--- config.mk ---
export PLATFORM = sky130hd
export DESIGN_NAME = parameter_block_timeout_parser_top
export DESIGN_NICKNAME = d
export VERILOG_FILES = /design/src/sv/pbtp_pkg.sv /design/src/sv/pbtp_cfg.sv /design/src/sv/pbtp_parser.sv /design/src/sv/parameter_block_timeout_parser_top.sv
export SDC_FILE = /design/constraint.sdc
export NUM_CORES = 1
export LEC_CHECK = 0
export ABC_AREA = 1
export BUFFER_PORTS_ARGS = -buffer_cell sky130_fd_sc_hd__clkbuf_2
export CAP_MARGIN = 25
export CORE_MARGIN = 5
export CORE_UTILIZATION = 50
export CTS_CLUSTER_DIAMETER = 120
export DETAILED_ROUTE_END_ITERATION = 8
export PLACE_DENSITY = 0.77
export SLEW_MARGIN = 20
export SYNTH_ARGS = -nofsm -noshare
export SYNTH_HDL_FRONTEND = slang
export SYNTH_HIERARCHICAL = 1
export SYNTH_SLANG_ARGS = --single-unit
--- constraint.sdc ---
create_clock -name clk_i -period 2.7 [get_ports clk_i]
set_input_delay 0.135 -clock clk_i [delete_from_list [all_inputs] [get_ports clk_i]]
set_output_delay 0.135 -clock clk_i [all_outputs]
set_load 0.1 [all_outputs]
--- src/sv/pbtp_pkg.sv ---
// Shared types and constants of the parameter block timeout parser.
`default_nettype none

package pbtp_pkg;

  localparam int unsigned CfgIdxW = 3;
  localparam int unsigned TagW    = 8;
  localparam int unsigned ValW    = 32;

  localparam logic [CfgIdxW-1:0] CFG_VERSION_TAG     = 3'd0;
  localparam logic [CfgIdxW-1:0] CFG_CONNECT_TAG     = 3'd1;
  localparam logic [CfgIdxW-1:0] CFG_KEEPALIVE_TAG   = 3'd2;
  localparam logic [CfgIdxW-1:0] CFG_DEF_CONNECT     = 3'd3;
  localparam logic [CfgIdxW-1:0] CFG_DEF_KEEPALIVE   = 3'd4;
  localparam logic [CfgIdxW-1:0] CFG_DEF_KEEPALIVE_F = 3'd5;

  localparam logic [TagW-1:0]        RST_VERSION_TAG   = 8'd1;
  localparam logic [TagW-1:0]        RST_CONNECT_TAG   = 8'd57;
  localparam logic [TagW-1:0]        RST_KEEPALIVE_TAG = 8'd58;
  localparam logic signed [ValW-1:0] RST_DEF_CONNECT   = 32'sd180;
  localparam logic signed [ValW-1:0] RST_DEF_KEEPALIVE = 32'sd60;

  localparam logic signed [ValW-1:0] FALLBACK_INTERVAL = 32'sd60;

  localparam logic [1:0] KIND_OTHER     = 2'd0;
  localparam logic [1:0] KIND_CONNECT   = 2'd1;
  localparam logic [1:0] KIND_KEEPALIVE = 2'd2;

  typedef struct packed {
    logic [TagW-1:0]        version_tag;
    logic [TagW-1:0]        connect_tag;
    logic [TagW-1:0]        keepalive_tag;
    logic signed [ValW-1:0] default_connect_timeout;
    logic signed [ValW-1:0] default_keepalive;
    logic                   default_keepalive_found;
  } cfg_t;

  typedef struct packed {
    logic signed [ValW-1:0] connect_timeout;
    logic signed [ValW-1:0] keepalive_interval;
    logic                   keepalive_set;
    logic                   truncated;
  } result_t;

endpackage

`default_nettype wire

--- src/sv/pbtp_cfg.sv ---
// Configuration register file of the parameter block timeout parser.
`default_nettype none

module pbtp_cfg
  import pbtp_pkg::*;
(
  input  wire logic               clk_i,
  input  wire logic               rst_ni,
  input  wire logic               wr_i,
  input  wire logic [CfgIdxW-1:0] idx_i,
  input  wire logic [ValW-1:0]    data_i,
  output cfg_t                    cfg_o
);

  cfg_t cfg_q, cfg_d;

  always_comb begin
    cfg_d = cfg_q;
    if (wr_i) begin
      unique case (idx_i)
        CFG_VERSION_TAG:     cfg_d.version_tag             = data_i[TagW-1:0];
        CFG_CONNECT_TAG:     cfg_d.connect_tag             = data_i[TagW-1:0];
        CFG_KEEPALIVE_TAG:   cfg_d.keepalive_tag           = data_i[TagW-1:0];
        CFG_DEF_CONNECT:     cfg_d.default_connect_timeout = data_i;
        CFG_DEF_KEEPALIVE:   cfg_d.default_keepalive       = data_i;
        CFG_DEF_KEEPALIVE_F: cfg_d.default_keepalive_found = data_i[0];
        default: ;
      endcase
    end
  end

  always_ff @(posedge clk_i or negedge rst_ni) begin
    if (!rst_ni) begin
      cfg_q.version_tag             <= RST_VERSION_TAG;
      cfg_q.connect_tag             <= RST_CONNECT_TAG;
      cfg_q.keepalive_tag           <= RST_KEEPALIVE_TAG;
      cfg_q.default_connect_timeout <= RST_DEF_CONNECT;
      cfg_q.default_keepalive       <= RST_DEF_KEEPALIVE;
      cfg_q.default_keepalive_found <= 1'b0;
    end else begin
      cfg_q <= cfg_d;
    end
  end

  assign cfg_o = cfg_q;

endmodule

`default_nettype wire

--- src/sv/pbtp_parser.sv ---
// Byte parser state and end-of-block result selection.
`default_nettype none

module pbtp_parser
  import pbtp_pkg::*;
#(
  parameter int unsigned VALUE_BYTES = 4
) (
  input  wire logic            clk_i,
  input  wire logic            rst_ni,
  input  wire logic            step_i,
  input  wire logic            mode_i,
  input  wire logic [TagW-1:0] byte_i,
  input  cfg_t                 cfg_i,
  output result_t              result_o
);

  localparam int unsigned KeepBytes = (VALUE_BYTES < 4) ? VALUE_BYTES : 4;
  localparam int unsigned IdxW      = $clog2(KeepBytes + 1);

  localparam logic [2:0] PH_VERSION = 3'd0;
  localparam logic [2:0] PH_TAG     = 3'd1;
  localparam logic [2:0] PH_LEN     = 3'd2;
  localparam logic [2:0] PH_VALUE   = 3'd3;
  localparam logic [2:0] PH_IGNORE  = 3'd4;

  logic [2:0]      phase_q, phase_d;
  logic [1:0]      kind_q, kind_d;
  logic [7:0]      left_q, left_d;
  logic [IdxW-1:0] idx_q, idx_d;
  logic [ValW-1:0] acc_q, acc_d;
  logic [ValW-1:0] conn_q, conn_d;
  logic [ValW-1:0] keep_q, keep_d;
  logic [1:0]      seen_q, seen_d;
  logic            commit;
  logic [ValW-1:0] keep_pick;

  always_comb begin
    phase_d = phase_q;
    kind_d  = kind_q;
    left_d  = left_q;
    idx_d   = idx_q;
    acc_d   = acc_q;
    conn_d  = conn_q;
    keep_d  = keep_q;
    seen_d  = seen_q;
    commit  = 1'b0;
    if (step_i && mode_i) begin
      phase_d = PH_VERSION;
      kind_d  = KIND_OTHER;
      left_d  = '0;
      idx_d   = '0;
      acc_d   = '0;
      conn_d  = '0;
      keep_d  = '0;
      seen_d  = '0;
    end else if (step_i) begin
      unique case (phase_q)
        PH_VERSION: begin
          phase_d = (byte_i == cfg_i.version_tag) ? PH_TAG : PH_IGNORE;
        end
        PH_TAG: begin
          if (byte_i == cfg_i.connect_tag) begin
            kind_d = KIND_CONNECT;
          end else if (byte_i == cfg_i.keepalive_tag) begin
            kind_d = KIND_KEEPALIVE;
          end else begin
            kind_d = KIND_OTHER;
          end
          phase_d = PH_LEN;
        end
        PH_LEN: begin
          left_d = byte_i;
          idx_d  = '0;
          acc_d  = '0;
          if (byte_i == 8'd0) begin
            commit = 1'b1;
          end else begin
            phase_d = PH_VALUE;
          end
        end
        PH_VALUE: begin
          for (int k = 0; k < 4; k++) begin
            if (k < KeepBytes && kind_q != KIND_OTHER && idx_q == IdxW'(k)) begin
              acc_d[8*k +: 8] = byte_i;
            end
          end
          if (idx_q != IdxW'(KeepBytes)) begin
            idx_d = idx_q + 1'b1;
          end
          left_d = left_q - 8'd1;
          if (left_q == 8'd1) begin
            commit = 1'b1;
          end
        end
        default: begin
          phase_d = PH_IGNORE;
        end
      endcase
      if (commit) begin
        phase_d = PH_TAG;
        if (kind_q == KIND_CONNECT) begin
          conn_d    = acc_d;
          seen_d[0] = 1'b1;
        end else if (kind_q == KIND_KEEPALIVE) begin
          keep_d    = acc_d;
          seen_d[1] = 1'b1;
        end
      end
    end
  end

  always_ff @(posedge clk_i or negedge rst_ni) begin
    if (!rst_ni) begin
      phase_q <= PH_VERSION;
      kind_q  <= KIND_OTHER;
      left_q  <= '0;
      idx_q   <= '0;
      acc_q   <= '0;
      conn_q  <= '0;
      keep_q  <= '0;
      seen_q  <= '0;
    end else begin
      phase_q <= phase_d;
      kind_q  <= kind_d;
      left_q  <= left_d;
      idx_q   <= idx_d;
      acc_q   <= acc_d;
      conn_q  <= conn_d;
      keep_q  <= keep_d;
      seen_q  <= seen_d;
    end
  end

  always_comb begin
    keep_pick = seen_q[1] ? keep_q : cfg_i.default_keepalive;
    result_o.connect_timeout = seen_q[0] ? conn_q : cfg_i.default_connect_timeout;
    result_o.keepalive_interval = keep_pick[ValW-1] ? FALLBACK_INTERVAL : keep_pick;
    result_o.keepalive_set = seen_q[1] | cfg_i.default_keepalive_found;
    result_o.truncated = (phase_q == PH_LEN) || (phase_q == PH_VALUE);
  end

endmodule

`default_nettype wire

--- src/sv/parameter_block_timeout_parser_top.sv ---
// Top level of the parameter block timeout parser: input stage, result register, checks.
`default_nettype none

// Each beat on the input channel is either one byte of a tag-length-value
// parameter block or an end marker. Every beat is registered in the input
// stage and then parsed, so the block takes one beat per clock while no end
// marker is held up, and each parsed end marker yields one result beat.
// Only an end marker can be held up, when the result register is still full
// and not being taken. Configuration writes are accepted in every cycle and
// must be made only while the block is idle.
module parameter_block_timeout_parser_top
  import pbtp_pkg::*;
#(
  parameter int unsigned VALUE_BYTES = 4
) (
  input  wire logic                   clk_i,
  input  wire logic                   rst_ni,
  input  wire logic                   cfg_valid_i,
  output logic                        cfg_ready_o,
  input  wire logic [CfgIdxW-1:0]     cfg_index_i,
  input  wire logic [ValW-1:0]        cfg_data_i,
  input  wire logic                   in_valid_i,
  output logic                        in_ready_o,
  input  wire logic                   mode_i,
  input  wire logic [TagW-1:0]        block_byte_i,
  output logic                        out_valid_o,
  input  wire logic                   out_ready_i,
  output logic signed [ValW-1:0]      connect_timeout_o,
  output logic signed [ValW-1:0]      keepalive_interval_o,
  output logic                        keepalive_set_o,
  output logic                        truncated_o
);

  cfg_t            cfg;
  result_t         result;
  result_t         res_q;
  logic            in_valid_q;
  logic            mode_q;
  logic [TagW-1:0] byte_q;
  logic            out_valid_q;
  logic            advance;

  assign cfg_ready_o = 1'b1;

  pbtp_cfg u_cfg (
    .clk_i  (clk_i),
    .rst_ni (rst_ni),
    .wr_i   (cfg_valid_i),
    .idx_i  (cfg_index_i),
    .data_i (cfg_data_i),
    .cfg_o  (cfg)
  );

  assign advance    = in_valid_q && (!mode_q || !out_valid_q || out_ready_i);
  assign in_ready_o = !in_valid_q || advance;

  always_ff @(posedge clk_i or negedge rst_ni) begin
    if (!rst_ni) begin
      in_valid_q <= 1'b0;
    end else if (in_ready_o) begin
      in_valid_q <= in_valid_i;
    end
  end

  always_ff @(posedge clk_i) begin
    if (in_ready_o && in_valid_i) begin
      mode_q <= mode_i;
      byte_q <= block_byte_i;
    end
  end

  pbtp_parser #(
    .VALUE_BYTES (VALUE_BYTES)
  ) u_parser (
    .clk_i    (clk_i),
    .rst_ni   (rst_ni),
    .step_i   (advance),
    .mode_i   (mode_q),
    .byte_i   (byte_q),
    .cfg_i    (cfg),
    .result_o (result)
  );

  always_ff @(posedge clk_i or negedge rst_ni) begin
    if (!rst_ni) begin
      out_valid_q <= 1'b0;
    end else if (advance && mode_q) begin
      out_valid_q <= 1'b1;
    end else if (out_ready_i) begin
      out_valid_q <= 1'b0;
    end
  end

  always_ff @(posedge clk_i) begin
    if (advance && mode_q) begin
      res_q <= result;
    end
  end

  assign out_valid_o          = out_valid_q;
  assign connect_timeout_o    = res_q.connect_timeout;
  assign keepalive_interval_o = res_q.keepalive_interval;
  assign keepalive_set_o      = res_q.keepalive_set;
  assign truncated_o          = res_q.truncated;

`ifndef SYNTHESIS
  a_interval_not_negative: assert property (@(posedge clk_i) disable iff (!rst_ni)
    out_valid_o |-> !keepalive_interval_o[ValW-1])
    else $error("keepalive interval is negative");

  a_empty_stage_ready: assert property (@(posedge clk_i) disable iff (!rst_ni)
    !in_valid_q |-> in_ready_o)
    else $error("empty input stage refuses a beat");

  a_result_from_marker: assert property (@(posedge clk_i) disable iff (!rst_ni)
    (out_valid_q && !$past(out_valid_q)) |-> $past(advance && mode_q))
    else $error("result beat without an end marker");
`endif

endmodule

`default_nettype wire

==> flow_summary.ini, run 1 <==
[status]
status = finished clean

[yosys]
synth-seq-cells = 280
syn_inst = 1404
netlist_area_um2 = 12500
async_flop_share = 0.732
synth_flop_cell = dfrtp_1
ys_seq_area_frac = 0.591
ys_warn_count = 6
synth-edff-count = 75
synth_nets = 1460
synthDistinctLibCells = 37
synth.avg_cell_area_um2 = 8.93

[die]
die_w_um = 168
die_y_um = 168
row_count = 58
dieArea_um2 = 28300
ios = 118
start_util = 0.502
core-area_um2 = 25000

[clocking]
postCtsResizedCells = 0
cts.sinks = 280
clkLatencyLatePin_ns = 0.55
clockRootBuffer = clkbuf_16
cts_tree = yes
cts-buffers-inserted = 29
cts_buffer_depth = 3
htree_num_levels = 1
path_clk_slew_ns = 0.06

[worst_setup_path]
r2r-start = mode_q
cp_cell_sequence = a31oi_1, buf_4, nand2_1, nand3_2, nand3_2, buf_4, o21ai_0
cp_max_fo = 65
cp-end-kind = register
cp.arrival_ns = 2.67
crit_type = reg -> reg
reg2reg_depth = 7
timing.rr.end = u_parser/conn_q[8]
cp.required_ns = 3.09
ff2ff_setup_slack_ns = 0.41
critPathSlowestCell = buf_4
cp-start-kind = register
max_stage_delay_ns = 0.54

[sta]
fin_setup_tns_ns = 0
min_period_ns = 2.29
rsz0062_at_grt = no
final-hold-violation-count = 0
max_freq_mhz = 438
finalSetupViolCount = 0
slew_headroom = 0.418
post-route-period-util = 0.846
clock_skew_ns = 0.0131
tightest_slew_ns = 0.856
maxSlewViolCount = 0

[global_route]
grt_usage = 0.216
grt_pass1_wl_um = 49900
grt_max_degree = 86
antenna_found_initial = 0
grt_pass1_vias = 9697
grt-ovfl-total = 0

[place]
gp_congestion = 0.861
port_buffers = 116
hpwl_um = 19500

[routing]
vias_per_cell = 5.15
drt_wl_total_um = 30500
wl_per_cell_um = 16.0
drc = 0
drt-initial-drc-count = 834
via_count = 9833
ant_nets = 0
first_pass_iters = 5

[hold_path]
min-delay-start = cfg_index_i[0]
hold_path_end = u_cfg/cfg_o[68]
holdPathStages = 4
hold_class = in -> reg

[run]
cap_violations = 0

[final_layout]
antennaDiodeCount = 0
nNetsFinal = 1613
drive_gt1_frac = 0.165
area_growth_pct = 18.1

[power]
powerDensity_nw_per_um2 = 741
fin_total_pwr_w = 0.0110
total_leakage_power_nw = 7.24
vdd_ir_drop_max_mv = 0.495
-- layout by cell type (no fill, tap or decap), types with 9 or more instances in the layout --
| cell type | n |
|---|---|
| o21ai_2 | 21 |
| dlygate4sd3_1 | 47 |
| dfrtp_1 | 188 |
| clkbuf_2 | 115 |
| inv_1 | 98 |
| clkbuf_8 | 9 |
| clkbuf_1 | 10 |
| nand3_1 | 78 |
| o21ai_0 | 84 |
| o21ai_1 | 40 |
| nor2_1 | 27 |
| dfstp_2 | 17 |
| clkbuf_16 | 30 |
| a21oi_1 | 35 |
| xnor2_1 | 9 |
| nand2_1 | 592 |
| edfxtp_1 | 75 |
| buf_4 | 33 |
-- layout make-up --
cell class / count / area [µm²]
well taps: 330 / 413
multi-input cells: 943 / 4290
repair buffers: 198 / 1350
flip-flops and latches: 280 / 7400
inverters: 105 / 398
clock inverters: 5 / 57.6
clock buffers: 48 / 898
fillers: 2117 / 10200
-- registers in the layout (all words and copies together), names as in the netlist, 2 cells and up --
| name | count |
|---|---|
| u_parser/left_q | 8 |
| u_parser/keep_q | 32 |
| byte_q | 8 |
| u_parser/kind_q | 2 |
| u_parser/phase_q | 3 |
| u_parser/idx_q | 3 |
| connect_timeout_o | 32 |
| u_parser/seen_q | 2 |
| u_parser/conn_q | 32 |
| u_cfg/cfg_o | 89 |
| u_parser/acc_q | 32 |
| keepalive_interval_o | 32 |
-- critical path: cells and delay by family (launching register included) --
kind	cells	cell delay [ns]
simple gates	3	0.62
flops	1	0.44
compound gates	2	0.32
buf+inv	2	0.72
-- cell families after synthesis --
logic type | synth area share
adders and majority gates | 0.00699
xor gates and xnor gates | 0.0119
other | 0.000599
and+or+nand+nor | 0.235
buffers and inverters | 0.0681
AOI/OAI and AO/OA | 0.0857
muxes | 0.000799
DFF | 0.591
-- layer usage --
| layer | track usage | vias to the layer above | share of wire |
|---|---|---|---|
| met5 | 0 | - | 0 |
| met2 | 0.356 | 372 | 0.46 |
| li1 | - | 4785 | - |
| met3 | 0.0286 | 62 | 0.070 |
| met1 | 0.301 | 4614 | 0.44 |
| met4 | 0.0649 | 0 | 0.027 |
-- worst max-delay path by stage --
stage | startpoint | end | cells past startpoint
3_5_place_dp | mode_q | u_parser/conn_q[1] | 7
6_report | mode_q | u_parser/conn_q[8] | 7
3_3_place_gp | mode_q | u_parser/conn_q[1] | 7
2_1_floorplan | out_valid_o | connect_timeout_o[0] | 3
5_1_grt | mode_q | u_parser/conn_q[13] | 7
4_1_cts | mode_q | u_parser/conn_q[8] | 7
-- Yosys cell counts, drive strengths merged, types with 6 or more instances --
| master | count | share of area |
|---|---|---|
| nand2 | 596 | 0.18 |
| nor2 | 32 | 0.011 |
| inv | 104 | 0.031 |
| ha | 7 | 0.0070 |
| o21ai | 145 | 0.064 |
| dfrtp | 188 | 0.38 |
| xnor2 | 9 | 0.0063 |
| buf | 51 | 0.029 |
| edfxtp | 75 | 0.18 |
| xor2 | 8 | 0.0056 |
| clkbuf | 25 | 0.0075 |
| nand3 | 83 | 0.035 |
| dfstp | 17 | 0.036 |
| nor3 | 6 | 0.0024 |
| a21oi | 38 | 0.016 |
-- metrics by stage --
step | utilization | instances | hold WS [ns] | cell area (µm²) | worst slack (ns)
3_3_place_gp | 0.536 | 1809 | 0.238 | 13400 | 0.552
5_1_grt | 0.593 | 1909 | 0.0336 | 14800 | 0.197
6_report | 0.593 | 1909 | 0.00999 | 14800 | 0.415
2_1_floorplan | - | 1404 | -0.161 | 12500 | 0.0817
3_5_place_dp | 0.536 | 1809 | 0.235 | 13400 | 0.401
4_1_cts | 0.593 | 1909 | 0.00329 | 14800 | 0.414
-- repair_timing --
action	CTS	global route
buffers inserted	0	0
hold buffers	47	0
hold endpoints to repair	173	0
-- power by group --
| group | leakage, nW | internal (W) | total (W) | switching [W] |
|---|---|---|---|---|
| clock | 0.470 | 0.00235 | 0.00397 | 0.00161 |
| sequential | 3.40 | 0.00483 | 0.00504 | 0.000204 |
| combinational | 3.37 | 0.000494 | 0.00196 | 0.00147 |
| total | 7.24 | 0.00768 | 0.0110 | 0.00329 |
No activity file was read; power rests on OpenSTA's default activity.
==> run 2: changes to the inputs <==
--- a/config.mk
+++ b/config.mk
@@ -5,7 +5,7 @@
 export SDC_FILE = /design/constraint.sdc
 export NUM_CORES = 1
 export LEC_CHECK = 0
-export ABC_AREA = 1
+export ABC_AREA = 0
 export BUFFER_PORTS_ARGS = -buffer_cell sky130_fd_sc_hd__clkbuf_2
 export CAP_MARGIN = 25
 export CORE_MARGIN = 5
==> constraint.sdc (replaced) <==
create_clock -name clk_i -period 2.4 [get_ports clk_i]
set_input_delay 0.12 -clock clk_i [delete_from_list [all_inputs] [get_ports clk_i]]
set_output_delay 0.12 -clock clk_i [all_outputs]
set_load 0.1 [all_outputs]
==> run 2 against run 1 <==
- global-route usage down 2.8 points
- first-iteration DRC count fell by 38%
- sequential share of layout area increased by 0.12 points
- die area down 1.9%
- hold slack gained 0.025 ns
- final area fell by 0.17%
- synthesized area is 2.0% lower
- worst setup slack worse by 0.29 ns
- highest routed layer unchanged
==> flow_summary.ini, run 2 <==
[status]
status = finished clean

[routing]
first_pass_iters = 5
drt-initial-drc-count = 515
vias_per_cell = 5.40
drc = 0
drt_wl_total_um = 26300
ant_nets = 0
wl_per_cell_um = 19.2
via_count = 7404

[run]
cap_violations = 0

[die]
die_y_um = 167
core-area_um2 = 24200
ios = 118
row_count = 57
dieArea_um2 = 27800
start_util = 0.507
die_w_um = 167

[final_layout]
largest_reg_flops = 89
antennaDiodeCount = 0
final_common_cell = dfrtp_1
layout_common_cells = 186 x dfrtp_1, 155 x mux2_2, 115 x clkbuf_2
fin_area_um2 = 14800
drive_gt1_frac = 0.394
fillerInstances = 1855
final_util = 0.609
area_growth_pct = 20.3
nNetsFinal = 1082

[global_route]
grt_max_degree = 67
grt_usage = 0.188
grt_pass1_vias = 7674
antenna_found_initial = 0
grt-ovfl-total = 0
grt_pass1_wl_um = 42600

[sta]
tightest_slew_ns = 0.795
post-route-period-util = 0.948
fin_setup_tns_ns = 0
min_period_ns = 2.27
finalSetupViolCount = 0
hold_ws_ns = 0.0353
final-hold-violation-count = 0
slew_headroom = 0.470
clock_skew_ns = 0.0104
rsz0062_at_grt = no
max_freq_mhz = 440
maxSlewViolCount = 0

[yosys]
synthTopCellsByCount = 188 x dfrtp_1, 155 x mux2_2, 75 x edfxtp_1
netlist_area_um2 = 12300
synth.avg_cell_area_um2 = 14.4
synth.area.top_cells = dfrtp_1 38%, edfxtp_1 18%, mux2_2 14%
ys_seq_area_frac = 0.603
yosys.area.top_type_share = 0.383
yosysTopAreaCell = dfrtp_1
syn_inst = 853
synth-seq-cells = 280
synth_flop_cell = dfrtp_1
yosysMostFrequentCell = dfrtp_1
synthDistinctLibCells = 63
async_flop_share = 0.732
synth_nets = 909
synth-edff-count = 75
ys_warn_count = 6

[worst_setup_path]
cp-end-kind = register
cp.arrival_ns = 2.69
crit_type = reg -> reg
cp.required_ns = 2.81
cp_max_fo = 10
cp-start-kind = register

[place]
hpwl_um = 16900
gp_congestion = 0.876
port_buffers = 116
post_dp_cell_area_um2 = 13300

[power]
vdd_ir_drop_max_mv = 0.530
fin_total_pwr_w = 0.0125
powerDensity_nw_per_um2 = 844
total_leakage_power_nw = 6.70

[clocking]
clockRootBuffer = clkbuf_16
htree_num_levels = 1
cts_hold_buf = 46
cts_buffer_depth = 3
postCtsResizedCells = 0
cts-buffers-inserted = 28
cts.sinks = 280
clkLatencyLatePin_ns = 0.53
postCtsSetupRepairBufs = 0
path_clk_slew_ns = 0.06
cts_tree = yes

[hold_path]
hold_class = in -> reg
==> run 2: through the flow <==
step	setup slack (ns)	std cells
6_report	0.125	1372
3_3_place_gp	0.244	1274
4_1_cts	0.142	1372
3_5_place_dp	0.157	1274
5_1_grt	0.0458	1372
2_1_floorplan	0.0347	853
==> run 2: final timing paths <==
kind | start | endpoint | slack [ns] | cells past startpoint
worst max-delay path | out_valid_o | u_parser/conn_q[28] | 0.13 | 8
worst min-delay path | cfg_index_i[2] | u_cfg/cfg_o[0] | 0.04 | 3
worst max register to register | out_valid_o | u_parser/conn_q[28] | 0.13 | 8
worst min register to register | u_parser/conn_q[1] | u_parser/conn_q[1] | 0.48 | 2
max in group asynchronous | rst_ni | u_cfg/cfg_o[40] | 1.53 | 3
min in group asynchronous | rst_ni | u_cfg/cfg_o[46] | 0.13 | 2
==> run 2: where the power goes <==
group / internal, W / total (W) / leakage (nW) / switching (W)
Combinational: 0.000823 / 0.00222 / 2.86 / 0.00140
Sequential: 0.00550 / 0.00574 / 3.36 / 0.000244
Clock: 0.00276 / 0.00452 / 0.479 / 0.00175
Total: 0.00908 / 0.0125 / 6.70 / 0.00340
==> run 2: layout make-up <==
class                   count  area [µm²]  area share
well taps                 324         405      0.0274
clock inverters            13         166      0.0113
clock buffers              39         803      0.0544
inverters                   7        26.3     0.00178
multi-input cells         519        4600       0.311
repair buffers            190        1370      0.0929
flip-flops and latches    280        7410       0.501
==> run 2: critical path: stages (launching register included) <==
cell and delay (ns):
dfrtp_4 0.42, nor2b_2 0.29, a21boi_4 0.10, and2_1 0.21, a31oi_2 0.29, and2_4 0.25, nor2_8 0.05, buf_4 0.20
mux2_1 0.33
==> run 2: cell families (layout without fill, tap and decap cells) <==
logic type / count (synthesis) / after routing / share of synthesized area
buffers and inverters: 54 / 249 / 0.0259
other: 2 / 2 / 0.000611
adders and majority gates: 7 / 7 / 0.00713
AOI/OAI and AO/OA: 73 / 73 / 0.0377
DFF: 280 / 280 / 0.603
muxes: 261 / 261 / 0.243
xor gates and xnor gates: 24 / 24 / 0.0171
and+or+nand+nor: 152 / 152 / 0.0658
==> run 2: metal layers <==
metal | up-vias | global-route usage | wire length [µm]
li1 | 3423 | - | -
met4 | 0 | 0.0381 | 327
met2 | 217 | 0.303 | 12400
met3 | 25 | 0.0341 | 1480
met1 | 3739 | 0.272 | 12100
met5 | - | 0 | 0
==> run 3: changes to the inputs <==
--- a/config.mk
+++ b/config.mk
@@ -13,6 +13,7 @@
 export CTS_CLUSTER_DIAMETER = 120
 export DETAILED_ROUTE_END_ITERATION = 8
 export PLACE_DENSITY = 0.77
+export SETUP_SLACK_MARGIN = 0.5
 export SLEW_MARGIN = 20
 export SYNTH_ARGS = -nofsm -noshare
 export SYNTH_HDL_FRONTEND = slang
==> run 3 against run 2 <==
- register-to-register slack better by 0.17 ns
- largest cell class unchanged
- combinational power up 4%
- sequential power about the same
==> flow_summary.ini, run 3 (synthesized netlist as in run 2, its figures left out) <==
[worst_setup_path]
cp.depth = 7
critPathSlowestCell = edfxtp_1
path_buf_inv = 2
cp.required_ns = 2.82
cp_top_family = simple AND/OR/NAND/NOR gates
cp.arrival_ns = 2.52
reg2reg_depth = 7
crit_type = reg -> reg
cp-end-kind = register
cp-start-kind = register
cp_max_fo = 7
cp_cell_sequence = nor4_4, a31oi_4, and2_4, nor2_8, buf_12, clkbuf_16, mux2_4
max_stage_delay_ns = 0.44

[final_layout]
fin_cells = 1400
drive_gt1_frac = 0.456
layout_common_cells = 182 x dfrtp_1, 127 x mux2_2, 114 x clkbuf_2
fin_area_um2 = 15500
final_util = 0.640
nNetsFinal = 1110
antennaDiodeCount = 0
area_growth_pct = 26.3
largest_reg_flops = 89
final_common_cell = dfrtp_1

[hold_path]
holdPathStages = 3
hold_class = in -> reg

[routing]
drt-initial-drc-count = 516
drc = 0
first_pass_iters = 5
vias_per_cell = 5.47
via_count = 7662
ant_nets = 0
wl_per_cell_um = 20.5
drt_wl_total_um = 28700

[sta]
fin_setup_tns_ns = 0
min_period_ns = 2.10
rsz0062_at_grt = yes
final-hold-violation-count = 0
max_freq_mhz = 476
maxSlewViolCount = 0
finalSetupViolCount = 0
tightest_slew_ns = 0.705
slew_headroom = 0.530
post-route-period-util = 0.875
clock_skew_ns = 0.0173
fin_ws_ns = 0.299

[die]
row_count = 57
ios = 118
die_w_um = 167
start_util = 0.507
die_y_um = 167
dieArea_um2 = 27800
core-area_um2 = 24200

[clocking]
cts_buffer_depth = 3
clkLatencyLatePin_ns = 0.54
htree_num_levels = 1
cts_tree = yes
clockRootBuffer = clkbuf_16
path_clk_slew_ns = 0.06
cts-buffers-inserted = 28
cts.sinks = 280

[global_route]
grt_pass1_vias = 8095
grt_pass1_wl_um = 45100
antenna_found_initial = 0
grt-ovfl-total = 0
grt_max_degree = 68
grt_usage = 0.200

[status]
status = finished clean

[run]
cap_violations = 0

[place]
pre_cts_ws_ns = 0.174
port_buffers = 116
gp_congestion = 0.879
hpwl_um = 16900
post_dp_cell_area_um2 = 13400
dp_cells = 1273

[power]
total_leakage_power_nw = 6.91
vdd_ir_drop_max_mv = 0.540
powerDensity_nw_per_um2 = 820
run 3: metrics by stage:
| step | total power, W | hold WS (ns) |
|---|---|---|
| after floorplan | 0.00749 | -0.176 |
| after global placement | 0.00793 | 0.146 |
| after detailed placement | 0.00798 | 0.143 |
| after CTS | 0.0128 | 0.00906 |
| after global routing | 0.0132 | 0.0131 |
| final | 0.0127 | 0.0253 |
run 3: power breakdown:
group	total, W	internal (W)	switching (W)
logic	0.00231	0.000875	0.00143
registers	0.00575	0.00550	0.000249
clock network	0.00467	0.00285	0.00182
total	0.0127	0.00922	0.00350
run 3: final timing paths:
path / from / to / slack (ns)
worst max register to register: byte_q[2] / u_parser/conn_q[19] / 0.30
worst min-delay path: cfg_valid_i / u_cfg/cfg_o[0] / 0.03
worst min register to register: u_parser/keep_q[30] / u_parser/keep_q[30] / 0.50
min in group asynchronous: rst_ni / u_cfg/cfg_o[25] / 0.14
worst max-delay path: byte_q[2] / u_parser/conn_q[19] / 0.30
max in group asynchronous: rst_ni / u_cfg/cfg_o[81] / 1.50
run 3: what timing repair did:
action	CTS	global route
gates cloned	5	2
endpoints found under the setup margin	101	99
buffers inserted	16	8
hold endpoints to repair	158	0
hold buffers	44	0
gates resized for setup	51	32
pin swaps	6	8
run 3: layout make-up:
type	instances	area [µm²]
Clock inverter	14	178
Fill cell	1697	8730
Sequential cell	280	7410
Inverter	7	26.3
Clock buffer	38	831
Timing Repair Buffer	217	1710
Multi-Input combinational cell	520	4950
Tap cell	324	405
run 3: metal layers:
metal  vias up  GRT usage  wire length [µm]
met1      3895      0.276             12400
met4         0     0.0502               547
met2       259      0.330             13900
met5         -          0                 0
li1       3465          -                 -
met3        43     0.0405              1820
run 3: worst min-delay path, delay by kind of cell:
family        cells  cell delay (ns)
buf+inv           1             0.13
simple gates      1             0.13
mux               1             0.15
